<file path="config.mk">
export PLATFORM = sky130hd
export DESIGN_NAME = line_filter_substring_match_unit
export DESIGN_NICKNAME = d
export VERILOG_FILES = /design/src/sv/lfsm_pkg.sv /design/src/sv/lfsm_ram.sv /design/src/sv/lfsm_cell.sv /design/src/sv/line_filter_substring_match_unit.sv
export SDC_FILE = /design/constraint.sdc
export NUM_CORES = 1
export LEC_CHECK = 0
export BUFFER_PORTS_ARGS = -buffer_cell sky130_fd_sc_hd__buf_2
export CAP_MARGIN = 5
export CORE_MARGIN = 2
export CORE_UTILIZATION = 45
export CTS_BUF_LIST = sky130_fd_sc_hd__clkbuf_4
export DETAILED_ROUTE_END_ITERATION = 7
export GPL_ROUTABILITY_DRIVEN = 0
export HOLD_SLACK_MARGIN = 0.05
export PLACE_DENSITY_LB_ADDON = 0.25
export SETUP_SLACK_MARGIN = 0.2
export SYNTH_ARGS = -nofsm -noshare
export SYNTH_HDL_FRONTEND = slang
export SYNTH_SLANG_ARGS = --single-unit
</file>
<file path="constraint.sdc">
create_clock -name clk -period 8.54 [get_ports clk]
set_input_delay 1.708 -clock clk [delete_from_list [all_inputs] [get_ports clk]]
set_output_delay 1.708 -clock clk [all_outputs]
set_load 0.01 [all_outputs]
</file>
<file path="src/sv/lfsm_pkg.sv">
// Package for the line filter substring match unit.
// Holds sizes, character codes, register indexes, item types and the
// emitter state type. No dependencies.
package lfsm_pkg;

	localparam int LINE_BYTES  = 64;
	localparam int PATTERN_MAX = 8;

	localparam int BYTE_W     = 8;
	localparam int LINENUM_W  = 16;
	localparam int PLEN_W     = 4;
	localparam int CFG_DATA_W = 64;
	localparam int CFG_IDX_W  = 1;
	localparam int PAT_W      = BYTE_W * PATTERN_MAX;

	// Line length counts up to LINE_BYTES itself; addresses only reach LINE_BYTES-1.
	localparam int LEN_W  = $clog2(LINE_BYTES + 1);
	localparam int ADDR_W = $clog2(LINE_BYTES);
	localparam int FILL_W = $clog2(PATTERN_MAX + 1);
	localparam int PIDX_W = (PATTERN_MAX > 1) ? $clog2(PATTERN_MAX) : 1;

	localparam logic [BYTE_W-1:0] CHAR_LF = 8'd10;
	localparam logic [BYTE_W-1:0] CHAR_CR = 8'd13;

	localparam logic [CFG_IDX_W-1:0] CFG_PATTERN_BYTES  = 1'd0;
	localparam logic [CFG_IDX_W-1:0] CFG_PATTERN_LENGTH = 1'd1;

	typedef struct packed {
		logic [BYTE_W-1:0] data_byte;
		logic              end_of_stream;
	} text_item_t;

	typedef struct packed {
		logic [LINENUM_W-1:0] line_number;
		logic [BYTE_W-1:0]    line_byte;
		logic                 last_byte;
		logic                 truncated;
	} match_item_t;

	typedef enum logic [1:0] {
		ST_IDLE,
		ST_READ,
		ST_SEND
	} emit_state_t;

endpackage

</file>
<file path="src/sv/lfsm_ram.sv">
// Generic single-port-write, single-port-read RAM with registered read data.
// Standalone; used for the line store.
module lfsm_ram #(
	parameter int WIDTH = 8,
	parameter int DEPTH = 64
) (
	input  logic                     clk,
	input  logic                     we,
	input  logic [$clog2(DEPTH)-1:0] waddr,
	input  logic [WIDTH-1:0]         wdata,
	input  logic                     re,
	input  logic [$clog2(DEPTH)-1:0] raddr,
	output logic [WIDTH-1:0]         rdata
);

	logic [WIDTH-1:0] mem_q [DEPTH];
	logic [WIDTH-1:0] rdata_q;

	always_ff @(posedge clk) begin
		if (we) begin
			mem_q[waddr] <= wdata;
		end
		if (re) begin
			rdata_q <= mem_q[raddr];
		end
	end

	assign rdata = rdata_q;

endmodule

</file>
<file path="src/sv/lfsm_cell.sv">
// One cell of the recent-byte window: holds one byte, hands it to the next
// cell on each shift and compares its incoming byte with its pattern byte.
// Depends on lfsm_pkg.
module lfsm_cell
	import lfsm_pkg::*;
(
	input  logic              clk,
	input  logic              arst_n,
	input  logic              shift,
	input  logic              clear,
	input  logic [BYTE_W-1:0] din,
	input  logic [BYTE_W-1:0] want,
	input  logic              active,
	output logic [BYTE_W-1:0] dout,
	output logic              hit
);

	logic [BYTE_W-1:0] byte_q;

	always_ff @(posedge clk or negedge arst_n) begin
		if (!arst_n) begin
			byte_q <= '0;
		end else if (clear) begin
			byte_q <= '0;
		end else if (shift) begin
			byte_q <= din;
		end
	end

	// The compare looks at the byte this cell takes on the current shift.
	assign hit  = !active || (din == want);
	assign dout = byte_q;

endmodule

</file>
<file path="src/sv/line_filter_substring_match_unit.sv">
// Line filter substring match unit: top level with window cells and line store.
// After a matched line closes, the emitter reads the line store, then sends.
// Throughput: one text item per cycle; while a matched line is sent the input
// is stalled and each result takes one line store read plus one send.
// Reset (arst_n low) clears control state, sets pattern length 1, line number 1;
// the line store is not cleared and is only read below the written length.
module line_filter_substring_match_unit
	import lfsm_pkg::*;
(
	input  logic                  clk,
	input  logic                  arst_n,
	input  logic                  cfg_we,
	input  logic [CFG_IDX_W-1:0]  cfg_index,
	input  logic [CFG_DATA_W-1:0] cfg_data,
	input  logic                  byte_valid,
	output logic                  byte_stall,
	input  text_item_t            byte_item,
	output logic                  match_valid,
	input  logic                  match_stall,
	output match_item_t           match_item
);

	logic [PAT_W-1:0]     pattern_q;
	logic [PLEN_W-1:0]    plen_q;
	logic [LEN_W-1:0]     len_q;
	logic [FILL_W-1:0]    fill_q;
	logic                 match_q;
	logic                 ovf_q;
	logic [LINENUM_W-1:0] line_cnt_q;

	emit_state_t          state_q, state_d;
	logic [ADDR_W-1:0]    ptr_q;
	logic [ADDR_W-1:0]    last_q;
	logic [LINENUM_W-1:0] num_q;
	logic                 trunc_q;

	logic              accept, is_delim, take, close, start_emit;
	logic              ram_we, ram_re, out_accept, send_last;
	logic [LEN_W-1:0]  len_d;
	logic              ovf_d, match_d, hit_all;
	logic [FILL_W-1:0] fill_d, act_n;
	logic [BYTE_W-1:0] rd_byte;

	logic [BYTE_W-1:0] pat_byte  [PATTERN_MAX];
	logic [BYTE_W-1:0] cell_out  [PATTERN_MAX];
	logic [PATTERN_MAX-1:0] cell_hit;

	// Configuration registers.
	always_ff @(posedge clk or negedge arst_n) begin
		if (!arst_n) begin
			pattern_q <= '0;
			plen_q    <= PLEN_W'(1);
		end else if (cfg_we) begin
			case (cfg_index)
				CFG_PATTERN_BYTES:  pattern_q <= cfg_data[PAT_W-1:0];
				CFG_PATTERN_LENGTH: plen_q    <= cfg_data[PLEN_W-1:0];
				default: ;
			endcase
		end
	end

	// Pattern length clamped to 1..PATTERN_MAX.
	always_comb begin
		if (plen_q == '0) begin
			act_n = FILL_W'(1);
		end else if (FILL_W'(plen_q) > FILL_W'(PATTERN_MAX)) begin
			act_n = FILL_W'(PATTERN_MAX);
		end else begin
			act_n = FILL_W'(plen_q);
		end
	end

	assign accept   = byte_valid && !byte_stall;
	assign is_delim = (byte_item.data_byte == CHAR_LF) || (byte_item.data_byte == CHAR_CR);
	assign take     = accept && !is_delim;
	assign close    = accept && (is_delim || byte_item.end_of_stream);

	// Window cells: cell 0 takes the newest byte, each cell feeds the next one.
	for (genvar k = 0; k < PATTERN_MAX; k++) begin : g_cell
		logic [FILL_W-1:0] idx;
		logic [BYTE_W-1:0] cin;

		assign pat_byte[k] = pattern_q[k*BYTE_W +: BYTE_W];
		// Cell k lines up with pattern character act_n-1-k.
		assign idx = act_n - FILL_W'(1) - FILL_W'(k);
		if (k == 0) begin : g_head
			assign cin = byte_item.data_byte;
		end else begin : g_link
			assign cin = cell_out[k-1];
		end

		lfsm_cell u_cell (
			.clk    (clk),
			.arst_n (arst_n),
			.shift  (take),
			.clear  (close),
			.din    (cin),
			.want   (pat_byte[idx[PIDX_W-1:0]]),
			.active (FILL_W'(k) < act_n),
			.dout   (cell_out[k]),
			.hit    (cell_hit[k])
		);
	end

	assign hit_all = &cell_hit;

	always_comb begin
		fill_d  = fill_q;
		len_d   = len_q;
		ovf_d   = ovf_q;
		ram_we  = 1'b0;
		if (take) begin
			if (fill_q < FILL_W'(PATTERN_MAX)) begin
				fill_d = fill_q + FILL_W'(1);
			end
			if (len_q < LEN_W'(LINE_BYTES)) begin
				ram_we = 1'b1;
				len_d  = len_q + LEN_W'(1);
			end else begin
				ovf_d = 1'b1;
			end
		end
		match_d = match_q || (take && (fill_d >= act_n) && hit_all);
	end

	assign start_emit = close && match_d && (len_d != '0);

	// Line state of the open line.
	always_ff @(posedge clk or negedge arst_n) begin
		if (!arst_n) begin
			len_q      <= '0;
			fill_q     <= '0;
			match_q    <= 1'b0;
			ovf_q      <= 1'b0;
			line_cnt_q <= LINENUM_W'(1);
		end else if (close) begin
			len_q   <= '0;
			fill_q  <= '0;
			match_q <= 1'b0;
			ovf_q   <= 1'b0;
			// After the end of the stream numbering restarts.
			line_cnt_q <= byte_item.end_of_stream ? LINENUM_W'(1)
				: line_cnt_q + LINENUM_W'(1);
		end else if (take) begin
			len_q   <= len_d;
			fill_q  <= fill_d;
			match_q <= match_d;
			ovf_q   <= ovf_d;
		end
	end

	lfsm_ram #(
		.WIDTH (BYTE_W),
		.DEPTH (LINE_BYTES)
	) u_store (
		.clk   (clk),
		.we    (ram_we),
		.waddr (len_q[ADDR_W-1:0]),
		.wdata (byte_item.data_byte),
		.re    (ram_re),
		.raddr (ptr_q),
		.rdata (rd_byte)
	);

	assign out_accept = match_valid && !match_stall;
	assign send_last  = (ptr_q == last_q);

	// Emitter next state.
	always_comb begin
		state_d = state_q;
		case (state_q)
			ST_IDLE: begin
				if (start_emit) begin
					state_d = ST_READ;
				end
			end
			ST_READ: state_d = ST_SEND;
			ST_SEND: begin
				if (out_accept) begin
					state_d = send_last ? ST_IDLE : ST_READ;
				end
			end
			default: state_d = ST_IDLE;
		endcase
	end

	// Emitter outputs.
	always_comb begin
		byte_stall  = 1'b1;
		ram_re      = 1'b0;
		match_valid = 1'b0;
		case (state_q)
			ST_IDLE: byte_stall  = 1'b0;
			ST_READ: ram_re      = 1'b1;
			ST_SEND: match_valid = 1'b1;
			default: ;
		endcase
	end

	always_ff @(posedge clk or negedge arst_n) begin
		if (!arst_n) begin
			state_q <= ST_IDLE;
			ptr_q   <= '0;
		end else begin
			state_q <= state_d;
			if (start_emit) begin
				ptr_q <= '0;
			end else if (out_accept && !send_last) begin
				ptr_q <= ptr_q + ADDR_W'(1);
			end
		end
	end

	// Line details captured when a matched line closes.
	always_ff @(posedge clk) begin
		if (start_emit) begin
			last_q  <= ADDR_W'(len_d - LEN_W'(1));
			num_q   <= line_cnt_q;
			trunc_q <= ovf_d;
		end
	end

	assign match_item.line_number = num_q;
	assign match_item.line_byte   = rd_byte;
	assign match_item.last_byte   = send_last;
	assign match_item.truncated   = trunc_q;

	a_no_write_while_sending: assert property (@(posedge clk) disable iff (!arst_n)
		(state_q != ST_IDLE) |-> !ram_we)
		else $error("line store written while a line is being sent");

	a_read_then_send: assert property (@(posedge clk) disable iff (!arst_n)
		(state_q == ST_READ) |=> (state_q == ST_SEND))
		else $error("line store read not followed by a send");

	a_ptr_in_line: assert property (@(posedge clk) disable iff (!arst_n)
		(state_q != ST_IDLE) |-> (ptr_q <= last_q))
		else $error("read pointer beyond the end of the line");

	a_last_ends_line: assert property (@(posedge clk) disable iff (!arst_n)
		(out_accept && match_item.last_byte) |=> (state_q == ST_IDLE))
		else $error("emitter busy after the last byte of a line");

	a_len_bound: assert property (@(posedge clk) disable iff (!arst_n)
		len_q <= LEN_W'(LINE_BYTES))
		else $error("line length beyond the line store");

endmodule
</file>
# --- Word-level counts from Yosys, hierarchy flattened ---
# Memories as Yosys holds them, arrays and structs flattened. A register that Yosys moved wholly into a read port is not among the register bits.
# Cells that the tools add are included.
op_classes:
  add_sub_neg: 13
  order_cmp: 20
  n_eq_ne: 15
  muxes: 68
  bitwise: 9
  reduce_logical: 40
ops:
  columns: ["cell", "n"]
  rows:
  - ["8-bit two-way mux", 30]
  - ["8-bit binary-select mux with 3-bit select", 8]
  - ["8-bit equality test", 8]
  - ["4-bit greater-or-equal comparator, second input constant", 8]
  - ["3-bit NOT with 4-bit output", 8]
  - ["7-bit two-way mux", 4]
  - ["4-bit two-way mux", 6]
  - ["16-bit by 1-bit adder with 16-bit output, second input constant", 1]
  - ["8-bit by 4-bit equality test with 1-bit output, second input constant", 2]
  - ["3-bit by 4-bit < comparator with 1-bit output, first input constant", 4]
  - ["16-bit two-way mux", 1]
  - ["1-bit two-way mux", 14]
  - ["6-bit two-way mux", 2]
  - ["3-bit subtractor, second input constant", 4]
  - ["1-bit zero test", 11]
  - ["1-bit logical OR", 11]
  - ["1-bit logical AND", 9]
  - ["1-bit by 4-bit < comparator with 1-bit output, first input constant", 2]
  - ["2-bit by 4-bit < comparator with 1-bit output, first input constant", 2]
  - ["8-bit AND reduction", 1]
  - ["7-bit by 1-bit adder with 7-bit output, second input constant", 1]
  - ["7-bit < comparator, second input constant", 1]
  - ["7-bit nonzero test", 1]
  - ["6-bit by 1-bit adder with 6-bit output, second input constant", 1]
  - ["other kinds (18)", 25]
totals:
  ff_bits: 184
  ramBits: 512
  inputBits: 79
  output_inout_bits: 28
  wordCells: 185
  mem_count: 1
mem_list:
  columns: ["memory", "depth", "width", "rd", "rd_clocked_by_memory_dff", "write_ports", "line_no", "source"]
  rows:
  - ["u_store.mem_q", 64, 8, 1, 1, 1, "lfsm_ram.sv:16", "logic [WIDTH-1:0] mem_q [DEPTH];"]

# --- Longest topological paths before layout ---
# Gate-level depths: netlist (run 1).
logic_depth:
  word_depth: 18
  depth_mapped: 22
  mapped_depth_nobuf: 14

# --- Cells and area by module ---
# Synthesis (run 1) repeated with hierarchy kept, for this count alone.
unflattened:
  cells_unflattened: 2079
  area_unflattened_um2: 31751.7
modules_own_cells:
  columns: ["mod", "n_inst", "cells_per_inst", "area_per_inst_um2", "seq_area_each_um2"]
  rows:
  - ["lfsm_ram", 1, 940, 20246.9, 15615.0]
  - ["line_filter_substring_match_unit", 1, 843, 8201.6, 3320.7]
  - ["lfsm_cell", 8, 37, 412.9, 200.2]

# --- Worst setup path after synthesis (run 1) ---
# OpenSTA, ideal clock, no wires.
synth_path:
  path_kind: "register to register"
  start: "register plen_q[0]"
  end: "register last_q[0], enable pin"
  setup_ns: 0.379
  arrival_ns: 4.578
  required_time_ns: 8.161
  setup_slack_ns: 3.583
  stages_incl_launch_ff: 22
  path_buffers: 7
  synth_period_minus_slack_ns: 4.957
  cell_sequence: "dfstp_2 -> buf_4 -> o21ba_1 -> buf_6 -> nor2_8 -> inv_2 -> buf_6 -> buf_2 -> ha_1 -> clkbuf_1 -> clkbuf_1 -> clkbuf_1 -> nand2_1 -> a21oi_1 -> nor3_1 -> a31oi_1 -> xnor2_1 -> a41oi_1 -> or4_4 -> a21oi_2 -> o21a_4 -> a21o_1"
synth_via:
  elab_chain_cells: 16
  elab_cells_between_ends: 83
  cone_classes: "add/sub: 8; order compare: 10; eq/ne: 8; mux: 26; bitwise: 8; reduce/logical: 23"
synth_lines:
  columns: ["item", "line_no", "source"]
  rows:
  - ["from (decl)", "line_filter_substring_match_unit.sv:24", "logic [PLEN_W-1:0] plen_q;"]
  - ["from (signal assigned)", "line_filter_substring_match_unit.sv:56", "CFG_PATTERN_LENGTH: plen_q <= cfg_data[PLEN_W-1:0];"]
  - ["4-bit > comparator", "line_filter_substring_match_unit.sv:66", "end else if (FILL_W'(plen_q) > FILL_W'(PATTERN_MAX)) begin"]
  - ["4-bit two-way mux", "line_filter_substring_match_unit.sv:66", null]
  - ["4-bit two-way mux *", "line_filter_substring_match_unit.sv:64", "if (plen_q == '0) begin"]
  - ["3-bit by 1-bit subtractor with 3-bit output", "line_filter_substring_match_unit.sv:85", "assign idx = act_n - FILL_W'(1) - FILL_W'(k);"]
  - ["3-bit by 1-bit subtractor with 3-bit output, or another cell as far along", "line_filter_substring_match_unit.sv:85", null]
  - ["3-bit NOT with 4-bit output (not written as such)", "line_filter_substring_match_unit.sv:98", ".want (pat_byte[idx[PIDX_W-1:0]]),"]
  - ["8-bit binary-select mux with 3-bit select", "line_filter_substring_match_unit.sv:98", null]
  - ["8-bit two-way mux (not written as such) (2 in series)", "line_filter_substring_match_unit.sv:98", null]
  - ["8-bit equality test", "lfsm_cell.sv:31", "assign hit = !active || (din == want);"]
  - ["1-bit logical OR", "lfsm_cell.sv:31", null]
  - ["8-bit AND reduction", "line_filter_substring_match_unit.sv:105", "assign hit_all = &cell_hit;"]
  - ["1-bit logical AND *", "line_filter_substring_match_unit.sv:123", "match_d = match_q || (take && (fill_d >= act_n) && hit_all);"]
  - ["1-bit logical OR *", "line_filter_substring_match_unit.sv:123", null]
  - ["1-bit logical AND * (2 in series)", "line_filter_substring_match_unit.sv:126", "assign start_emit = close && match_d && (len_d != '0);"]
  - ["to (signal assigned)", "line_filter_substring_match_unit.sv:217", "last_q <= ADDR_W'(len_d - LEN_W'(1));"]
  - ["to (decl)", "line_filter_substring_match_unit.sv:33", "logic [ADDR_W-1:0] last_q;"]
# Every way passes the cells marked *; elsewhere a longest branch is shown, timed or not. The select of a mux whose other input is x is not followed.
# A chain may end at the register's enable or synchronous reset.

# --- Final worst setup path (run 1) ---
layout_path:
  start: "register plen_q[1]"
  end: "register num_q[0], enable pin"
layout_via:
  elab_chain_cells: 16
  elab_cells_between_ends: 83
  cone_classes: "add/sub: 8; order compare: 10; eq/ne: 8; mux: 26; bitwise: 8; reduce/logical: 23"
layout_lines:
  columns: ["item", "line_no", "source"]
  rows:
  - ["4-bit > comparator", "line_filter_substring_match_unit.sv:66", null]
  - ["4-bit two-way mux", "line_filter_substring_match_unit.sv:66", null]
  - ["4-bit two-way mux *", "line_filter_substring_match_unit.sv:64", null]
  - ["3-bit by 1-bit subtractor with 3-bit output", "line_filter_substring_match_unit.sv:85", null]
  - ["3-bit by 1-bit subtractor with 3-bit output, or another cell as far along", "line_filter_substring_match_unit.sv:85", null]
  - ["3-bit NOT with 4-bit output (not written as such)", "line_filter_substring_match_unit.sv:98", null]
  - ["8-bit binary-select mux with 3-bit select", "line_filter_substring_match_unit.sv:98", null]
  - ["8-bit two-way mux (not written as such) (2 in series)", "line_filter_substring_match_unit.sv:98", null]
  - ["8-bit equality test", "lfsm_cell.sv:31", null]
  - ["1-bit logical OR", "lfsm_cell.sv:31", null]
  - ["8-bit AND reduction", "line_filter_substring_match_unit.sv:105", null]
  - ["1-bit logical AND *", "line_filter_substring_match_unit.sv:123", null]
  - ["1-bit logical OR *", "line_filter_substring_match_unit.sv:123", null]
  - ["1-bit logical AND * (2 in series)", "line_filter_substring_match_unit.sv:126", null]
  - ["to (signal assigned)", "line_filter_substring_match_unit.sv:218", "num_q <= line_cnt_q;"]
  - ["to (decl)", "line_filter_substring_match_unit.sv:34", "logic [LINENUM_W-1:0] num_q;"]
# Marks and branches as above.

==> impl_metrics.tcl, run 1 <==
set metrics [dict create \
    status "completed" \
    period_needed_ns 6.764 \
    drt_iter0_markers 1760 \
    slew_headroom_pct 22.91 \
    powerDensity_nw_per_um2 244.2 \
    start_util_pct 45.63 \
    final.period_utilization_pct 79.20 \
    clockBufferDepth 3 \
    ir_drop_mv 0.1098 \
    timing.rr.start "plen_q[1]" \
    crit_path_top_delay_cell "ha_1" \
    cp.arrival_ns 7.35 \
    critPathCaptureType "flop" \
    hold_path_end "num_q[9]" \
    ff2ff_path_depth 15 \
    via_per_inst 5.986 \
    numPlacedInstances 2892 \
    hold_start "line_cnt_q[9]" \
    port_buffers 106 \
    synth-async-reset-ratio_pct 22.87 \
    holdPathStages 0 \
    ant_nets 0 \
    finalMaxSlewViolations 0 \
    skew_ns 0.07491 \
    syn-cell-area_um2 31460 \
    ys_seq_area_share_pct 64.65 \
    drcViolationCount 0 \
    syn_to_final_growth_pct 11.65 \
    netlist_instances 1954 \
    synth_seq_cells 704 \
    yosys_warnings 0 \
    cts.reportedPaths.clkPinSlew_ns 0.07 \
    hold_slack_ns 0.4802 \
    cts-htree-levels 4 \
    ff2ff_setup_slack_ns 1.78 \
    grt_usage_pct 23.61 \
    synth_edf_count 543 \
    cp.required_ns 9.13 \
    grt_pass1_vias 19330 \
    final_cells 3194 \
    cap_violations 0 \
    grt_max_degree 99 \
    setup_viol 0 \
    clk-insertion-delay-late_ns 1.01 \
    antenna_found_initial 1 \
    final_common_cell "edfxtp_1" \
    slowest_delay_ns 1.06 \
    wl_per_cell_um 26.03 \
    hold_path.class "reg -> reg" \
    syn_avg_cell_area_um2 16.10 \
    pin_count 107 \
    grt_overflow 0 \
    setup_ws_ns 1.776 \
    path_class "reg -> reg" \
    core_um2 68950 \
    cp_cell_sequence "buf_4, o21ba_1, nor2_8, inv_2, ha_1, xnor2_2, buf_4, nand3_1, nand3_1, a21bo_2, xor2_1, or3b_1, o41ai_1, and4b_1, a21o_1" \
    cts_buffers 181 \
    placementRows 96 \
    cts_tree "built" \
    setup-tns-final_ns 0 \
    ys.flop_type "edfxtp_1" \
    clkSinkCount 704 \
    p_leak_nw 12.23 \
    crit_path_start_kind "flop" \
    max_freq_mhz 147.9 \
    post_route_cells_drive_above_1_share_pct 30.86 \
    grt_pass1_wl_um 123900 \
    die-area_um2 72040 \
    wl_um 83140 \
    fp.dieH_um 268.4 \
    hpwlAfterDp_um 54230 \
    postCtsSetupBuffers 0 \
    nNetsFinal 2235 \
    synth.distinct_cells 78 \
    worstPathMaxFanout 40 \
    num_vias 19120 \
    r2r-end "num_q[0]" \
    dr.pass1.iters 6 \
    cts_resized 0 \
    worstMarginPinSlew_ns 1.156 \
    layout_common_cells "edfxtp_1 (543), clkbuf_4 (257), mux4_2 (189)" \
    hold_viol 0 \
    synth.net_count 2044 \
    p_total_mw 8.577 \
    cts_hold_buffers 0 \
    clockRootBuffer "clkbuf_4" \
    grt_setup_unrepaired "no" \
    dieWidth_um 268.4 \
    pre_cts_slack_ns 1.712 \
]
[cells in the mapped netlist, drive strengths merged (7+ instances only)]
cell	n	share of area [%]
a211oi	16	0.38
a22o	57	1.6
clkbuf	77	0.92
mux4	189	14
a22oi	12	0.29
o221ai	7	0.19
xnor2	53	1.5
nand3	33	0.53
nor3	26	0.41
o21a	7	0.19
inv	21	0.25
nor2	139	1.7
a21oi	56	0.91
dfrtp	159	13
mux2	77	2.8
nor2b	8	0.17
nand4	12	0.24
a21o	10	0.24
nand2b	20	0.40
nor4	10	0.20
edfxtp	543	52
mux2i	47	1.5
ha	11	0.44
buf	46	0.69
o22ai	14	0.28
nand2	100	1.2
a31oi	7	0.14
o31ai	8	0.21
o21ai	47	0.75
xor2	49	1.4
or3	11	0.22
[through the flow]
step	instance area, um^2	util, %
after CTS	35110	50.93
after global routing	35120	50.94
final	35120	50.94
after floorplan	31460	-
after global placement	32880	47.70
after detailed placement	32880	47.70
[sequential cells by signal (all words and copies together) (netlist names)]
signal,count
state_q,2
pattern_q,64
fill_q,4
match_q,1
plen_q,4
trunc_q,1
ovf_q,1
g_cell.u_cell.dout,56
last_q,6
len_q,7
ptr_q,6
u_store.mem_q,512
line_cnt_q,16
num_q,16
u_store.rdata,8
[layer usage]
metal  track usage [%]  part of all wire (%)  vias up
li1                  -                     -     8241
met3             5.434                   7.1      215
met1             30.75                    41     9748
met2             37.28                    47      915
met5                 0                     0        -
met4             12.13                   4.7        0
[logic make-up (layout without fill, tap and decap cells)]
group | count (synthesis) | count (layout) | share of synthesized area [%]
flops | 704 | 704 | 64.65
simple gates | 395 | 395 | 5.954
mux | 313 | 313 | 17.83
compound gates | 285 | 285 | 6.435
buf+inv | 144 | 452 | 1.857
xor+xnor | 102 | 102 | 2.840
fa+ha+maj | 11 | 11 | 0.4375
other cells | 0 | 1 | 0
[how the worst max path moves through the flow]
stage | start | end | cells past startpoint
floorplan | plen_q[0] | last_q[0] | 21
global placement | plen_q[1] | num_q[13] | 14
detailed placement | plen_q[1] | num_q[11] | 14
CTS | plen_q[1] | num_q[14] | 14
global route | plen_q[1] | num_q[4] | 15
finish | plen_q[1] | num_q[0] | 15
[area by class of cell]
class	count	area, um^2
timing repair buffer	131	737.0
clock inverter	43	299.0
clock buffer	257	1929
tap	931	1165
fill	5822	33820
inverter	21	78.83
multi-input combinational	1106	10560
sequential	704	20350
antenna	1	2.502
[where the power goes]
part	internal [mW]	switching [mW]	total, mW
registers	3.78	0.169	3.95
logic	0.827	0.982	1.81
clock network	1.49	1.33	2.82
[critical path: cells and delay by family (launching register included)]
| kind | cells | cell delay, ns |
|---|---|---|
| AO/OA/AOI/OAI | 4 | 2.05 |
| buffers and inverters | 3 | 1.28 |
| AND/OR/NAND/NOR | 5 | 1.23 |
| adder cells (fa/ha/maj) | 1 | 1.06 |
| XOR/XNOR | 2 | 0.35 |
| flip-flops | 1 | 0.33 |
Power figures use the tool's default switching activity.
==> inputs of run 2 (changes only) <==
- ABC_AREA: unset -> 1
- clock period: 8.54 -> 5.8 ns (I/O delays scaled with it)
==> impl_metrics.tcl, run 2 <==
set metrics [dict create \
    slowest_delay_ns 0.91 \
    drt_iter0_markers 2691 \
    critPathCaptureType "output pin" \
    status "completed" \
    placementRows 96 \
    worstPathMaxFanout 158 \
    final_area_um2 34930 \
    synth_area_leaders "edfxtp_1 (52%), dfrtp_1 (13%), nand3_1 (6.5%)" \
    period_needed_ns 4.806 \
    crit_path_top_delay_cell "inv_6" \
    wl_per_cell_um 21.57 \
    fp.dieH_um 268.3 \
    path_class "reg -> out" \
    setup_ws_ns 0.9937 \
    syn_to_final_growth_pct 11.16 \
    cts_buffers 182 \
    synth_edf_count 543 \
    layout_common_cells "edfxtp_1 (543), nand2_1 (492), nor2_1 (435)" \
    clk-insertion-delay-late_ns 1.03 \
    top_layer_used "met5" \
    via_per_inst 5.789 \
    placed_area_um2 32720 \
    grt_max_degree 159 \
    grt_pass1_vias 24560 \
    final_common_cell "edfxtp_1" \
    p_total_mw 15.35 \
    cts_hold_buffers 0 \
    cts-htree-levels 4 \
    synth-compound-area-share_pct 10.44 \
    syn_avg_cell_area_um2 10.20 \
    die-area_um2 71970 \
    hpwlAfterDp_um 58740 \
    pre_cts_slack_ns 0.6053 \
    cp.required_ns 4.64 \
    utilization_pct 50.76 \
    numPlacedInstances 3976 \
    core_um2 68830 \
    cts_tree "built" \
    grt_setup_unrepaired "no" \
    synth_fa_ha_area_share_pct 0.4379 \
    cts.reportedPaths.clkPinSlew_ns 0.07 \
    synth.distinct_cells 39 \
    ys.flop_type "edfxtp_1" \
    pin_count 107 \
    crit_path_start_kind "flop" \
    final_cells 4290 \
    ant_nets 0 \
    powerDensity_nw_per_um2 439.4 \
    antenna_found_initial 4 \
    cp-endpoint "match_item[1]" \
    fillers 6269 \
    ys_seq_area_share_pct 64.71 \
    wl_met1_um 37490 \
    timing.rr.start "plen_q[3]" \
    synth.net_count 3171 \
    met2WireLength_um 42560 \
    critPathBufInv 3 \
    start_util_pct 45.66 \
    dieWidth_um 268.3 \
    skew_ns 0.07026 \
    slew_headroom_pct 22.68 \
    synth_seq_cells 704 \
    setup-tns-final_ns 0 \
    cp.arrival_ns 3.65 \
    clockRootBuffer "clkbuf_4" \
    p_leak_nw 13.50 \
    critical_path.startpoint "ptr_q[0]" \
    finalMaxSlewViolations 0 \
    postCtsSetupBuffers 0 \
    dr.pass1.iters 6 \
    clkSinkCount 704 \
    worstMarginPinSlew_ns 1.159 \
    cap_violations 0 \
    ir_drop_mv 0.2553 \
    grt_usage_pct 26.09 \
    grt_overflow 0 \
    r2r-end "last_q[4]" \
    top_register "u_store.mem_q" \
    max_freq_mhz 208.1 \
    synth.largest_area_cell "edfxtp_1" \
    ff2ff_path_depth 22 \
    syn-cell-area_um2 31430 \
    hold_slack_ns 0.1282 \
    synth.area.mux_share_pct 0.7126 \
    wl_um 92540 \
    drcViolationCount 0 \
    largest_reg_flops 512 \
    grt_pass1_wl_um 141600 \
    clockBufferDepth 3 \
    wl_met3_um 8791 \
    path_delay_family "buffers and inverters" \
    synth-simple-area-share_pct 18.68 \
    cp.depth 6 \
    synthXorXnorAreaFrac_pct 0.4180 \
    hold_path.class "in -> async" \
    ys_top_cells_by_count "edfxtp_1 (543), nand2_1 (495), nor2_1 (436), nand3_1 (406), o21ai_0 (282)" \
    yosysMostFrequentCell "edfxtp_1" \
    setup_viol 0 \
    nNetsFinal 3319 \
    port_buffers 106 \
    yosys_warnings 0 \
    cts_resized 0 \
    hold_viol 0 \
    ff2ff_setup_slack_ns 1.11 \
    synth_top_area_share_pct 51.88 \
    cp_cell_sequence "inv_6, nor2_1, nor4_1, nand3_1, inv_1, buf_2" \
    netlist_instances 3081 \
    synth_top_family_by_area "simple AND/OR/NAND/NOR gates" \
    final.period_utilization_pct 82.87 \
    synth-async-reset-ratio_pct 22.87 \
    post_route_cells_drive_above_1_share_pct 13.65 \
    num_vias 24840 \
]
-- run 2: how the worst min path moves through the flow --
stage	startpoint	endpoint	slack (ns)	cells past startpoint
final	arst_n	plen_q[1]	0.13	1
after global routing	arst_n	pattern_q[3]	0.09	1
after CTS	arst_n	g_cell[5].u_cell.dout[3]	0.05	1
after detailed placement	line_cnt_q[15]	num_q[15]	0.44	0
after global placement	line_cnt_q[15]	num_q[15]	0.44	0
after floorplan	line_cnt_q[15]	num_q[15]	0.42	0
-- run 2: logic make-up after synthesis --
| logic type | after synthesis |
|---|---|
| and+or+nand+nor | 1393 |
| xor gates and xnor gates | 15 |
| DFF | 704 |
| adders and majority gates | 11 |
| AOI/OAI and AO/OA | 568 |
| buffers and inverters | 370 |
| muxes | 20 |
-- run 2: layout make-up --
| class | instances | area [um^2] | share of cell area, % |
|---|---|---|---|
| well taps | 931 | 1165 | 3.334 |
| flip-flops and latches | 704 | 20350 | 58.24 |
| inverters | 190 | 718.2 | 2.056 |
| clock buffers | 243 | 1824 | 5.222 |
| multi-input cells | 2007 | 9669 | 27.68 |
| clock inverters | 68 | 382.9 | 1.096 |
| diodes | 3 | 7.507 | 0.02149 |
| repair buffers | 144 | 822.0 | 2.353 |
-- run 2: worst register-to-register path: cells and delay by family (launching register included) --
kind | cells | cell delay (ns)
buffers and inverters | 4 | 1.06
DFF | 1 | 0.45
and+or+nand+nor | 18 | 2.84
-- run 2: metal layers --
metal  vias up  track usage [%]
li1      11300                -
met1     11980            34.56
met2      1315            40.92
met3       240            6.185
met4         2            11.78
met5         -                0
-- run 2: where the power goes --
part	switching, mW	internal [mW]
combinational	3.64	1.46
sequential	0.360	5.76
clock	2.08	2.05
total	6.08	9.27
